## config.mk

```make
export PLATFORM = sky130hd
export DESIGN_NAME = encoder_wheel_speed_filter
export DESIGN_NICKNAME = d
export VERILOG_FILES = /design/src/hdl/ewsf_pkg.sv /design/src/hdl/ewsf_mul.sv /design/src/hdl/ewsf_div.sv /design/src/hdl/encoder_wheel_speed_filter.sv
export VERILOG_INCLUDE_DIRS = /design/src /design/src/hdl
export SDC_FILE = /design/constraint.sdc
export NUM_CORES = 2
export LEC_CHECK = 0
export BUFFER_PORTS_ARGS = -buffer_cell sky130_fd_sc_hd__buf_2
export CAP_MARGIN = 10
export CELL_PAD_IN_SITES_DETAIL_PLACEMENT = 1
export CELL_PAD_IN_SITES_GLOBAL_PLACEMENT = 2
export CORE_ASPECT_RATIO = 1.4
export CORE_MARGIN = 3
export CORE_UTILIZATION = 41
export DETAILED_ROUTE_END_ITERATION = 10
export PLACE_DENSITY = 0.89
export SLEW_MARGIN = 10
export SYNTH_ARGS = -nofsm -noshare
export SYNTH_HDL_FRONTEND = slang
export SYNTH_SLANG_ARGS = --single-unit
export TNS_END_PERCENT = 10
```

## constraint.sdc

```tcl
create_clock -name clk -period 12.06 [get_ports clk]
set_clock_uncertainty 0.05 [all_clocks]
set_input_delay 2.412 -clock clk [delete_from_list [all_inputs] [get_ports clk]]
set_output_delay 2.412 -clock clk [all_outputs]
set_load 0.01 [all_outputs]
```

## src/hdl/encoder_wheel_speed_filter_assert.svh

```systemverilog
// Assertion macros shared by the encoder wheel speed filter modules.
// No dependencies; included by the modules that carry assertions.
`ifndef ENCODER_WHEEL_SPEED_FILTER_ASSERT_SVH
`define ENCODER_WHEEL_SPEED_FILTER_ASSERT_SVH

`ifndef ASSERT_OFF
// Implication or plain property, checked at every rising clock edge outside reset.
`define EWSF_ASSERT(lbl, clk, rst_n, prop, msg) \
    lbl: assert property (@(posedge clk) disable iff (!rst_n) prop) else $error(msg);
// A condition that must never hold.
`define EWSF_ASSERT_NEVER(lbl, clk, rst_n, expr, msg) \
    lbl: assert property (@(posedge clk) disable iff (!rst_n) !(expr)) else $error(msg);
`else
`define EWSF_ASSERT(lbl, clk, rst_n, prop, msg)
`define EWSF_ASSERT_NEVER(lbl, clk, rst_n, expr, msg)
`endif

`endif

```

## src/hdl/ewsf_pkg.sv

```systemverilog
// Shared widths, constants and types of the encoder wheel speed filter.
// No dependencies; used by every module of the block.
`default_nettype none

package ewsf_pkg;

    // Divider operand widths: the dividend is |window| * 65536000 + den / 2.
    localparam int NUM_W = 58;
    localparam int DEN_W = 48;
    localparam int Q_W   = 33;
    localparam int CNT_W = 6;

    // Shared multiplier operand and product widths.
    localparam int MA_W = 33;
    localparam int MB_W = 17;
    localparam int P_W  = 50;

    // Configuration register indexes.
    localparam logic [1:0] REG_CPR     = 2'd0;
    localparam logic [1:0] REG_MIN_INT = 2'd1;
    localparam logic [1:0] REG_STALL   = 2'd2;
    localparam logic [1:0] REG_CIRC    = 2'd3;

    // Input command codes.
    localparam logic CMD_SAMPLE = 1'b0;
    localparam logic CMD_REZERO = 1'b1;

    // Scale factors: milliseconds per second and the filter gain 0.2 in Q0.16.
    localparam logic [MB_W-1:0] RPS_SCALE   = 17'd1000;
    localparam logic [MB_W-1:0] FILTER_GAIN = 17'd13107;

    typedef struct packed {
        logic busy;
        logic done;
        logic ovf;
    } div_stat_t;

endpackage

`default_nettype wire

```

## src/hdl/ewsf_mul.sv

```systemverilog
// Shared signed multiplier with a registered product.
// Depends on ewsf_pkg for operand widths.
`default_nettype none

module ewsf_mul (
    input  wire logic                              clk,
    input  wire logic signed [ewsf_pkg::MA_W-1:0] a,
    input  wire logic signed [ewsf_pkg::MB_W-1:0] b,
    output logic signed [ewsf_pkg::P_W-1:0]       p
);

    logic signed [ewsf_pkg::P_W-1:0] p_reg;

    // Both operands are sign-extended to the product width before the multiply.
    always_ff @(posedge clk)
    begin
        p_reg <= ewsf_pkg::P_W'(a) * ewsf_pkg::P_W'(b);
    end

    assign p = p_reg;

endmodule

`default_nettype wire

```

## src/hdl/ewsf_div.sv

```systemverilog
// Radix-2 restoring divider, one quotient bit per cycle, with overflow flag.
// Depends on ewsf_pkg and the assertion macro header.
`default_nettype none
`include "encoder_wheel_speed_filter_assert.svh"

module ewsf_div (
    input  wire logic                        clk,
    input  wire logic                        rst_n,
    input  wire logic                        start,
    input  wire logic [ewsf_pkg::NUM_W-1:0]  num,
    input  wire logic [ewsf_pkg::DEN_W-1:0]  den,
    output ewsf_pkg::div_stat_t              stat,
    output logic [ewsf_pkg::Q_W-1:0]         quo
);

    localparam int HI_W = ewsf_pkg::NUM_W - ewsf_pkg::Q_W;

    logic                          busy_reg, busy_next;
    logic                          done_reg, done_next;
    logic [ewsf_pkg::CNT_W-1:0]    cnt_reg, cnt_next;
    logic                          ovf_reg, ovf_next;
    logic [ewsf_pkg::DEN_W-1:0]    rem_reg, rem_next;
    logic [ewsf_pkg::Q_W-1:0]      sh_reg, sh_next;
    logic [ewsf_pkg::DEN_W-1:0]    den_reg, den_next;
    logic [ewsf_pkg::DEN_W:0]      trial;
    logic [ewsf_pkg::DEN_W:0]      diff;
    logic                          ge;

    // The quotient overflows 33 bits exactly when the upper dividend bits reach the divisor.
    always_comb
    begin
        trial     = {rem_reg, sh_reg[ewsf_pkg::Q_W-1]};
        diff      = trial - {1'b0, den_reg};
        ge        = trial >= {1'b0, den_reg};
        busy_next = busy_reg;
        done_next = 1'b0;
        cnt_next  = cnt_reg;
        ovf_next  = ovf_reg;
        rem_next  = rem_reg;
        sh_next   = sh_reg;
        den_next  = den_reg;
        if (start)
        begin
            busy_next = 1'b1;
            cnt_next  = ewsf_pkg::CNT_W'(ewsf_pkg::Q_W);
            ovf_next  = {{(ewsf_pkg::DEN_W-HI_W){1'b0}}, num[ewsf_pkg::NUM_W-1:ewsf_pkg::Q_W]} >= den;
            rem_next  = {{(ewsf_pkg::DEN_W-HI_W){1'b0}}, num[ewsf_pkg::NUM_W-1:ewsf_pkg::Q_W]};
            sh_next   = num[ewsf_pkg::Q_W-1:0];
            den_next  = den;
        end
        else if (busy_reg)
        begin
            rem_next = ge ? diff[ewsf_pkg::DEN_W-1:0] : trial[ewsf_pkg::DEN_W-1:0];
            sh_next  = {sh_reg[ewsf_pkg::Q_W-2:0], ge};
            cnt_next = cnt_reg - 1'b1;
            if (cnt_reg == ewsf_pkg::CNT_W'(1))
            begin
                busy_next = 1'b0;
                done_next = 1'b1;
            end
        end
    end

    always_ff @(posedge clk or negedge rst_n)
    begin
        if (!rst_n)
        begin
            busy_reg <= 1'b0;
            done_reg <= 1'b0;
            cnt_reg  <= '0;
        end
        else
        begin
            busy_reg <= busy_next;
            done_reg <= done_next;
            cnt_reg  <= cnt_next;
        end
    end

    always_ff @(posedge clk)
    begin
        ovf_reg <= ovf_next;
        rem_reg <= rem_next;
        sh_reg  <= sh_next;
        den_reg <= den_next;
    end

    // Status bits from the top: busy, done, overflow.
    assign stat = {busy_reg, done_reg, ovf_reg};
    assign quo  = sh_reg;

    `EWSF_ASSERT_NEVER(a_div_start_busy, clk, rst_n, start && busy_reg, "divider restarted while busy")
    `EWSF_ASSERT(a_div_done_idle, clk, rst_n, done_reg |-> !busy_reg, "divider done while busy")
    `EWSF_ASSERT(a_div_cnt, clk, rst_n, busy_reg |-> (cnt_reg != '0), "divider busy with no bits left")

endmodule

`default_nettype wire

```

## src/hdl/encoder_wheel_speed_filter.sv

```systemverilog
// Top level of the encoder wheel speed filter: sequencer, state and ports.
// Depends on ewsf_pkg, ewsf_mul, ewsf_div and the assertion macro header.
//
// Usage. Each input word on the s_ channel carries a raw encoder count and a
// millisecond timestamp; s_tuser selects a normal sample (0) or a rezero (1).
// For every input word the block returns exactly one output word on the m_
// channel with the filtered speed in cm/s, the filtered speed in revolutions
// per second (Q16.16) and the running count total.
// Flow: a word that closes a speed window passes through the serial divider
// between acceptance and m_tvalid; any other word skips it. s_tready rises
// with m_tvalid, so no new word is taken until the last one's result is in
// the output register, and a result waiting on a stalled receiver does not
// hold off the next word.
// When the receiver stalls, the result stays in the output register; a second
// finished result waits in the sequencer until the register is taken.
// Reset clears all filter state, the output valid flag and the configuration
// registers to their defaults (1024 counts per revolution, 20 ms interval,
// 200 ms stall timeout, 5222/256 cm circumference). The APB port is always
// ready; the user must write it only while the block is idle (not enforced).
`default_nettype none
`include "encoder_wheel_speed_filter_assert.svh"

module encoder_wheel_speed_filter (
    input  wire logic        clk,
    input  wire logic        rst_n,
    // Input stream
    input  wire logic        s_tvalid,
    output logic             s_tready,
    input  wire logic [63:0] s_tdata,   // [31:0] encoder_count, [63:32] now_ms
    input  wire logic        s_tuser,   // [0] command
    // Output stream
    output logic             m_tvalid,
    input  wire logic        m_tready,
    output logic [79:0]      m_tdata,   // [15:0] speed_cms, [47:16] speed_rps,
                                        // [79:48] total_counts
    // Configuration port
    input  wire logic        psel,
    input  wire logic        penable,
    input  wire logic        pwrite,
    input  wire logic [3:0]  paddr,
    input  wire logic [31:0] pwdata,
    output logic [31:0]      prdata,
    output logic             pready
);

    // Sequencer states.
    localparam logic [3:0] S_IDLE   = 4'd0;
    localparam logic [3:0] S_MOTION = 4'd1;
    localparam logic [3:0] S_DEN    = 4'd2;
    localparam logic [3:0] S_ACC    = 4'd3;
    localparam logic [3:0] S_DIVLD  = 4'd4;
    localparam logic [3:0] S_DIV    = 4'd5;
    localparam logic [3:0] S_FILT   = 4'd6;
    localparam logic [3:0] S_FADD   = 4'd7;
    localparam logic [3:0] S_STALL  = 4'd8;
    localparam logic [3:0] S_CMS    = 4'd9;
    localparam logic [3:0] S_OUT    = 4'd10;

    localparam int P_W = ewsf_pkg::P_W;

    // Configuration registers.
    logic [15:0] cpr_reg, min_int_reg, stall_reg, circ_reg;
    logic        cfg_wr;

    // Control and filter state.
    logic [3:0]  state_reg, state_next;
    logic [31:0] ref_reg, ref_next;
    logic [31:0] sum_reg, sum_next;
    logic [31:0] win_reg, win_next;
    logic [31:0] filt_reg, filt_next;
    logic [31:0] wstart_reg, wstart_next;
    logic [31:0] lmot_reg, lmot_next;
    logic        m_tvalid_reg, m_tvalid_next;

    // Per-word payload holding registers.
    logic        cmd_reg;
    logic [31:0] cur_reg, now_reg;
    logic [31:0] dt_reg, dt_next;
    logic [ewsf_pkg::DEN_W-1:0] den_reg, den_next;
    logic [31:0] rps_reg, rps_next;
    logic [79:0] m_tdata_reg, m_tdata_next;

    // Shared multiplier.
    logic signed [ewsf_pkg::MA_W-1:0] mul_a;
    logic signed [ewsf_pkg::MB_W-1:0] mul_b;
    logic signed [P_W-1:0]            prod;

    // Divider.
    logic                             div_start;
    logic [ewsf_pkg::NUM_W-1:0]       div_num;
    ewsf_pkg::div_stat_t              div_stat;
    logic [ewsf_pkg::Q_W-1:0]         div_quo;

    // Datapath helpers.
    logic signed [32:0] d_full;
    logic [15:0]        d_clamp;
    logic [31:0]        d_ext;
    logic [31:0]        dt_now;
    logic [32:0]        win_abs;
    logic               p_neg;
    logic [P_W-1:0]     p_mag;
    logic [P_W-1:0]     f_rnd;
    logic [P_W-1:0]     c_rnd;
    logic [33:0]        step_mag;
    logic signed [33:0] step;
    logic signed [33:0] fsum;
    logic [31:0]        filt_sat;
    logic [25:0]        cms_mag;
    logic [15:0]        cms;
    logic [31:0]        rps_val;
    logic [15:0]        cpr_eff;

    assign s_tready = (state_reg == S_IDLE);
    assign m_tvalid = m_tvalid_reg;
    assign m_tdata  = m_tdata_reg;
    assign pready   = 1'b1;
    assign cfg_wr   = psel && penable && pwrite;

    // A zero counts-per-revolution setting behaves as one.
    assign cpr_eff = (cpr_reg == 16'd0) ? 16'd1 : cpr_reg;

    always_comb
    begin
        unique case (paddr[3:2])
            ewsf_pkg::REG_CPR:     prdata = {16'd0, cpr_reg};
            ewsf_pkg::REG_MIN_INT: prdata = {16'd0, min_int_reg};
            ewsf_pkg::REG_STALL:   prdata = {16'd0, stall_reg};
            ewsf_pkg::REG_CIRC:    prdata = {16'd0, circ_reg};
            default:               prdata = 32'd0;
        endcase
    end

    // Count change since the reference, clamped to the int16 range.
    always_comb
    begin
        d_full = $signed({cur_reg[31], cur_reg}) - $signed({ref_reg[31], ref_reg});
        if (d_full > 33'sd32767)
        begin
            d_clamp = 16'h7FFF;
        end
        else if (d_full < -33'sd32768)
        begin
            d_clamp = 16'h8000;
        end
        else
        begin
            d_clamp = d_full[15:0];
        end
        d_ext   = {{16{d_clamp[15]}}, d_clamp};
        dt_now  = now_reg - wstart_reg;
        win_abs = win_reg[31] ? (33'd0 - {1'b1, win_reg}) : {1'b0, win_reg};
    end

    // Operand selection for the shared multiplier. The product is registered
    // and appears in the following state.
    always_comb
    begin
        unique case (state_reg)
            S_DEN:
            begin
                mul_a = {1'b0, dt_reg};
                mul_b = {1'b0, cpr_eff};
            end
            S_ACC:
            begin
                mul_a = win_abs;
                mul_b = ewsf_pkg::RPS_SCALE;
            end
            S_FILT:
            begin
                mul_a = $signed({rps_reg[31], rps_reg}) - $signed({filt_reg[31], filt_reg});
                mul_b = ewsf_pkg::FILTER_GAIN;
            end
            default:
            begin
                mul_a = {filt_reg[31], filt_reg};
                mul_b = {1'b0, circ_reg};
            end
        endcase
    end

    ewsf_mul u_mul (
        .clk (clk),
        .a   (mul_a),
        .b   (mul_b),
        .p   (prod)
    );

    // Dividend: |window| * 1000 * 65536 plus half the divisor for rounding.
    assign div_num = {1'b0, prod[40:0], 16'd0} + {11'd0, den_reg[ewsf_pkg::DEN_W-1:1]};
    assign div_start = (state_reg == S_DIVLD);

    ewsf_div u_div (
        .clk   (clk),
        .rst_n (rst_n),
        .start (div_start),
        .num   (div_num),
        .den   (den_reg),
        .stat  (div_stat),
        .quo   (div_quo)
    );

    // Quotient to signed Q16.16 speed with saturation.
    always_comb
    begin
        if (win_reg[31])
        begin
            if (div_stat.ovf || (div_quo > 33'h080000000))
            begin
                rps_val = 32'h80000000;
            end
            else
            begin
                rps_val = 32'd0 - div_quo[31:0];
            end
        end
        else if (div_stat.ovf || div_quo[32] || div_quo[31])
        begin
            rps_val = 32'h7FFFFFFF;
        end
        else
        begin
            rps_val = div_quo[31:0];
        end
    end

    // Round-half-away scaling of the current product, used both for the
    // filter step (shift by 16) and for the cm/s output (shift by 24).
    always_comb
    begin
        p_neg    = prod[P_W-1];
        p_mag    = p_neg ? (P_W'(0) - prod) : prod;
        f_rnd    = p_mag + (P_W'(1) << 15);
        c_rnd    = p_mag + (P_W'(1) << 23);
        step_mag = f_rnd[49:16];
        step     = p_neg ? (34'sd0 - $signed(step_mag)) : $signed(step_mag);
        fsum     = $signed({{2{filt_reg[31]}}, filt_reg}) + step;
        if (fsum > 34'sd2147483647)
        begin
            filt_sat = 32'h7FFFFFFF;
        end
        else if (fsum < -34'sd2147483648)
        begin
            filt_sat = 32'h80000000;
        end
        else
        begin
            filt_sat = fsum[31:0];
        end
        cms_mag = c_rnd[49:24];
        if (!p_neg)
        begin
            cms = (cms_mag > 26'd32767) ? 16'h7FFF : cms_mag[15:0];
        end
        else
        begin
            cms = (cms_mag > 26'd32768) ? 16'h8000 : (16'd0 - cms_mag[15:0]);
        end
    end

    // Sequencer.
    always_comb
    begin
        state_next    = state_reg;
        ref_next      = ref_reg;
        sum_next      = sum_reg;
        win_next      = win_reg;
        filt_next     = filt_reg;
        wstart_next   = wstart_reg;
        lmot_next     = lmot_reg;
        dt_next       = dt_reg;
        den_next      = den_reg;
        rps_next      = rps_reg;
        m_tdata_next  = m_tdata_reg;
        m_tvalid_next = m_tvalid_reg && !m_tready;
        unique case (state_reg)
            S_IDLE:
            begin
                if (s_tvalid)
                begin
                    state_next = S_MOTION;
                end
            end
            S_MOTION:
            begin
                state_next = S_STALL;
                if (cmd_reg == ewsf_pkg::CMD_REZERO)
                begin
                    sum_next    = 32'd0;
                    win_next    = 32'd0;
                    filt_next   = 32'd0;
                    wstart_next = 32'd0;
                    lmot_next   = 32'd0;
                    ref_next    = cur_reg;
                end
                else if (d_full != 33'sd0)
                begin
                    sum_next  = sum_reg + d_ext;
                    win_next  = win_reg + d_ext;
                    ref_next  = cur_reg;
                    lmot_next = now_reg;
                    // A zero start time means the window has not started yet.
                    if (wstart_reg == 32'd0)
                    begin
                        wstart_next = now_reg;
                    end
                    else if ((dt_now >= {16'd0, min_int_reg}) && (dt_now != 32'd0))
                    begin
                        wstart_next = now_reg;
                        dt_next     = dt_now;
                        state_next  = S_DEN;
                    end
                end
            end
            S_DEN:
            begin
                state_next = S_ACC;
            end
            S_ACC:
            begin
                den_next   = prod[ewsf_pkg::DEN_W-1:0];
                state_next = S_DIVLD;
            end
            S_DIVLD:
            begin
                state_next = S_DIV;
            end
            S_DIV:
            begin
                if (div_stat.done)
                begin
                    rps_next   = rps_val;
                    state_next = S_FILT;
                end
            end
            S_FILT:
            begin
                state_next = S_FADD;
            end
            S_FADD:
            begin
                filt_next  = filt_sat;
                win_next   = 32'd0;
                state_next = S_STALL;
            end
            S_STALL:
            begin
                if ((lmot_reg != 32'd0) && ((now_reg - lmot_reg) > {16'd0, stall_reg}))
                begin
                    filt_next = 32'd0;
                end
                state_next = S_CMS;
            end
            S_CMS:
            begin
                state_next = S_OUT;
            end
            S_OUT:
            begin
                if (!m_tvalid_reg || m_tready)
                begin
                    m_tdata_next  = {sum_reg, filt_reg, cms};
                    m_tvalid_next = 1'b1;
                    state_next    = S_IDLE;
                end
            end
            default:
            begin
                state_next = S_IDLE;
            end
        endcase
    end

    always_ff @(posedge clk or negedge rst_n)
    begin
        if (!rst_n)
        begin
            state_reg    <= S_IDLE;
            ref_reg      <= 32'd0;
            sum_reg      <= 32'd0;
            win_reg      <= 32'd0;
            filt_reg     <= 32'd0;
            wstart_reg   <= 32'd0;
            lmot_reg     <= 32'd0;
            m_tvalid_reg <= 1'b0;
            cpr_reg      <= 16'd1024;
            min_int_reg  <= 16'd20;
            stall_reg    <= 16'd200;
            circ_reg     <= 16'd5222;
        end
        else
        begin
            state_reg    <= state_next;
            ref_reg      <= ref_next;
            sum_reg      <= sum_next;
            win_reg      <= win_next;
            filt_reg     <= filt_next;
            wstart_reg   <= wstart_next;
            lmot_reg     <= lmot_next;
            m_tvalid_reg <= m_tvalid_next;
            if (cfg_wr)
            begin
                unique case (paddr[3:2])
                    ewsf_pkg::REG_CPR:     cpr_reg     <= pwdata[15:0];
                    ewsf_pkg::REG_MIN_INT: min_int_reg <= pwdata[15:0];
                    ewsf_pkg::REG_STALL:   stall_reg   <= pwdata[15:0];
                    ewsf_pkg::REG_CIRC:    circ_reg    <= pwdata[15:0];
                    default:               cpr_reg     <= cpr_reg;
                endcase
            end
        end
    end

    always_ff @(posedge clk)
    begin
        if (s_tvalid && s_tready)
        begin
            cmd_reg <= s_tuser;
            cur_reg <= s_tdata[31:0];
            now_reg <= s_tdata[63:32];
        end
        dt_reg      <= dt_next;
        den_reg     <= den_next;
        rps_reg     <= rps_next;
        m_tdata_reg <= m_tdata_next;
    end

    `EWSF_ASSERT(a_idle_div, clk, rst_n, s_tready |-> !div_stat.busy, "input ready while dividing")
    `EWSF_ASSERT(a_done_state, clk, rst_n, div_stat.done |-> (state_reg == S_DIV), "divider result not awaited")
    `EWSF_ASSERT(a_out_load, clk, rst_n, $rose(m_tvalid_reg) |-> $past(state_reg == S_OUT), "output loaded outside the output state")

endmodule

`default_nettype wire

```

==> impl_metrics.json <==
{
  "period_share": 0.945,
  "synthCells": 7165,
  "layout_setup_ws_ns": 0.667,
  "gp_congestion": 0.938,
  "fin_crit_ns": 11.39,
  "fin_cells": 9477,
  "drt-initial-drc-count": 3075,
  "multi_input_area_sq_um": 42100,
  "use_met3": 0.0396,
  "synth_area_leaders": "edfxtp_1 17%, fa_1 16%, dfrtp_1 9.8%",
  "drt-total-wl_mm": 231,
  "htreeDepth": 3,
  "outcome": "completed",
  "crit_path_end_kind": "flip-flop",
  "die_x_microns": 344,
  "ant_nets": 0,
  "io_buffers": 187,
  "synth_top_area_share": 0.166,
  "placeableCoreArea_sq_um": 159000,
  "start_kind": "flip-flop",
  "syn_area_sq_um": 65700,
  "avgSynthCellArea_sq_um": 9.18,
  "yosysTopAreaCell": "edfxtp_1",
  "drv_cap": 0,
  "place_ws_ns": 0.794,
  "synth_async_sr_flop_share": 0.381,
  "die-area_sq_um": 165000,
  "ys_seq_area_frac": 0.291,
  "worst_path_largest_cell_delay_ns": 0.87,
  "hpwl_mm": 183,
  "grt_max_degree": 90,
  "worstMarginPinSlew_ns": 1.17,
  "area_delta_synth_final_pct": 9.78,
  "tns_ns": 0,
  "num_io_pins": 223,
  "critPathKind": "flip-flop to flip-flop",
  "routedWlPerCell_microns": 24.4,
  "ys_ff_latch": 706,
  "post-synth-top-count-cell": "inv_1",
  "nFillCells": 18400,
  "viasPerCell": 5.76,
  "rsz0062_at_grt": "no",
  "busiest_layer": "met2",
  "arrival_ns": 11.86,
  "cts_buffers": 80,
  "largest_register_ffs": 80,
  "cts-root-buf": "clkbuf_16",
  "hp-class": "flip-flop to flip-flop",
  "insertion_delay_ns": 0.71,
  "grt_pass1_vias": 59800,
  "setup_viol": 0,
  "post-cts-setup-buffers": 0,
  "grt_pass1_wl_mm": 354,
  "initial_core_util": 0.413,
  "grt_overflow": 0,
  "slowest_stage": "a222oi_1",
  "met1_usage": 0.316,
  "clk_pin_slew_ns": 0.06,
  "cts_tree": "done",
  "critPathRequiredTime_ns": 12.53,
  "std_cell_rows": 173,
  "dr.pass1.iters": 9,
  "cts.sinks": 706,
  "final_core_util": 0.454,
  "synth_edf_count": 364,
  "drv_slew": 0,
  "crit_fanout": 15,
  "ys.flop_type": "edfxtp_1",
  "grtUsageMet2": 0.500,
  "clock_path_buffers": 3,
  "route.detailed.drc": 0,
  "finalHoldViolations": 0,
  "slew_headroom": 0.209,
  "grt_antenna_before_repair": 9,
  "max_freq_mhz": 87.8,
  "timing.critical_path.mode_cell": "fa_1",
  "num_vias": 54600,
  "dp_cells": 9324,
  "grt.total_usage": 0.280,
  "die_h_microns": 480,
  "drive_gt1_frac": 0.0916,
  "ff_latch_area_sq_um": 19100,
  "yosysUniqueCellTypes": 103,
  "finish.net_count": 8411,
  "yosysWarnings": 0,
  "yosys-top-cells-count": "964 x inv_1, 731 x nand2_1, 512 x fa_1"
}
## timing repair
item,in CTS,in global routing
gates resized for setup,0,2
hold buffers,0,0
endpoints found under the setup margin,0,1
endpoints found under the hold margin,0,0
## routing by layer
layer  wire length (microns)  part of all wire
met1                   87500              0.38
met5                      47           0.00020
met4                   15100             0.065
met3                   11600             0.050
met2                  117000              0.51
## worst max-delay path: cells and delay by family, from the launching register on
family / cells / cell delay (ns)
AO/OA/AOI/OAI: 17 / 5.05
XOR/XNOR: 2 / 0.23
adder cells (fa/ha/maj): 8 / 3.80
buffers and inverters: 6 / 0.72
flip-flops: 1 / 0.38
AND/OR/NAND/NOR: 7 / 0.94
## layout by cell type, fill, tap and decap left out, types with 30 or more instances in the layout
cell,Yosys,layout
and3_1,40,40
o31ai_1,41,41
clkbuf_16,0,81
o211ai_1,61,61
mux2i_1,30,30
nand2_1,731,729
o21a_1,63,63
edfxtp_1,364,364
o21bai_1,37,35
ha_1,485,485
buf_4,19,129
dfrtp_1,257,257
a22o_1,47,46
fa_1,512,512
buf_2,11,186
nor2b_1,105,105
xnor2_1,267,267
nor2_1,488,484
a31oi_1,42,41
xor2_1,168,168
inv_1,964,964
nor4_1,58,57
a21o_1,146,146
nor3_1,140,138
nand3_1,97,97
a211oi_1,52,51
a21oi_1,380,378
nand2b_1,109,108
dfxtp_1,73,72
o21ai_0,415,412
and2_1,68,67
or2_2,37,37
nand4_1,59,59
or3_1,71,71
mux2_2,90,90
## layout make-up
class                           instances  area share
Inverter                              966      0.0502
Clock inverter                         52     0.00894
Clock buffer                           97      0.0297
Multi-Input combinational cell       5236       0.583
Antenna cell                            4    0.000139
Tap cell                             2100      0.0364
Timing Repair Buffer                  316      0.0265
Sequential cell                       706       0.265
## logic make-up (layout without fill, tap and decap cells)
logic type / count (synthesis) / after routing / synth area share
mux: 136 / 136 / 0.0255
compound gates: 1551 / 1551 / 0.152
simple gates: 2099 / 2099 / 0.152
other cells: 2 / 21 / 0.000114
xor+xnor: 436 / 436 / 0.0582
buf+inv: 1238 / 1431 / 0.0722
fa+ha+maj: 997 / 997 / 0.248
flops: 706 / 706 / 0.291
## worst paths after layout
kind | startpoint | cells after the start | slack, ns | endpoint
max in group asynchronous | rst_n | 2 | 8.69 | min_int_reg[9]
min in group asynchronous | rst_n | 1 | 1.66 | ref_reg[9]
hold / removal | sum_reg[31] | 0 | 0.41 | m_tdata[79]
hold reg to reg | sum_reg[31] | 0 | 0.41 | m_tdata[79]
setup / recovery | filt_reg[1] | 40 | 0.67 | u_mul.p[49]
setup reg to reg | filt_reg[1] | 40 | 0.67 | u_mul.p[49]
## stage by stage
stage	area [sq um]	hold WS, ns
floorplan	65800	0.356
global placement	69400	0.388
detailed placement	69400	0.395
CTS	72200	0.411
global route	72200	0.419
finish	72200	0.407
Power is left out: the tool's default activity adds up to more than one toggle a clock period on the data nets, which glitch-free logic cannot reach.
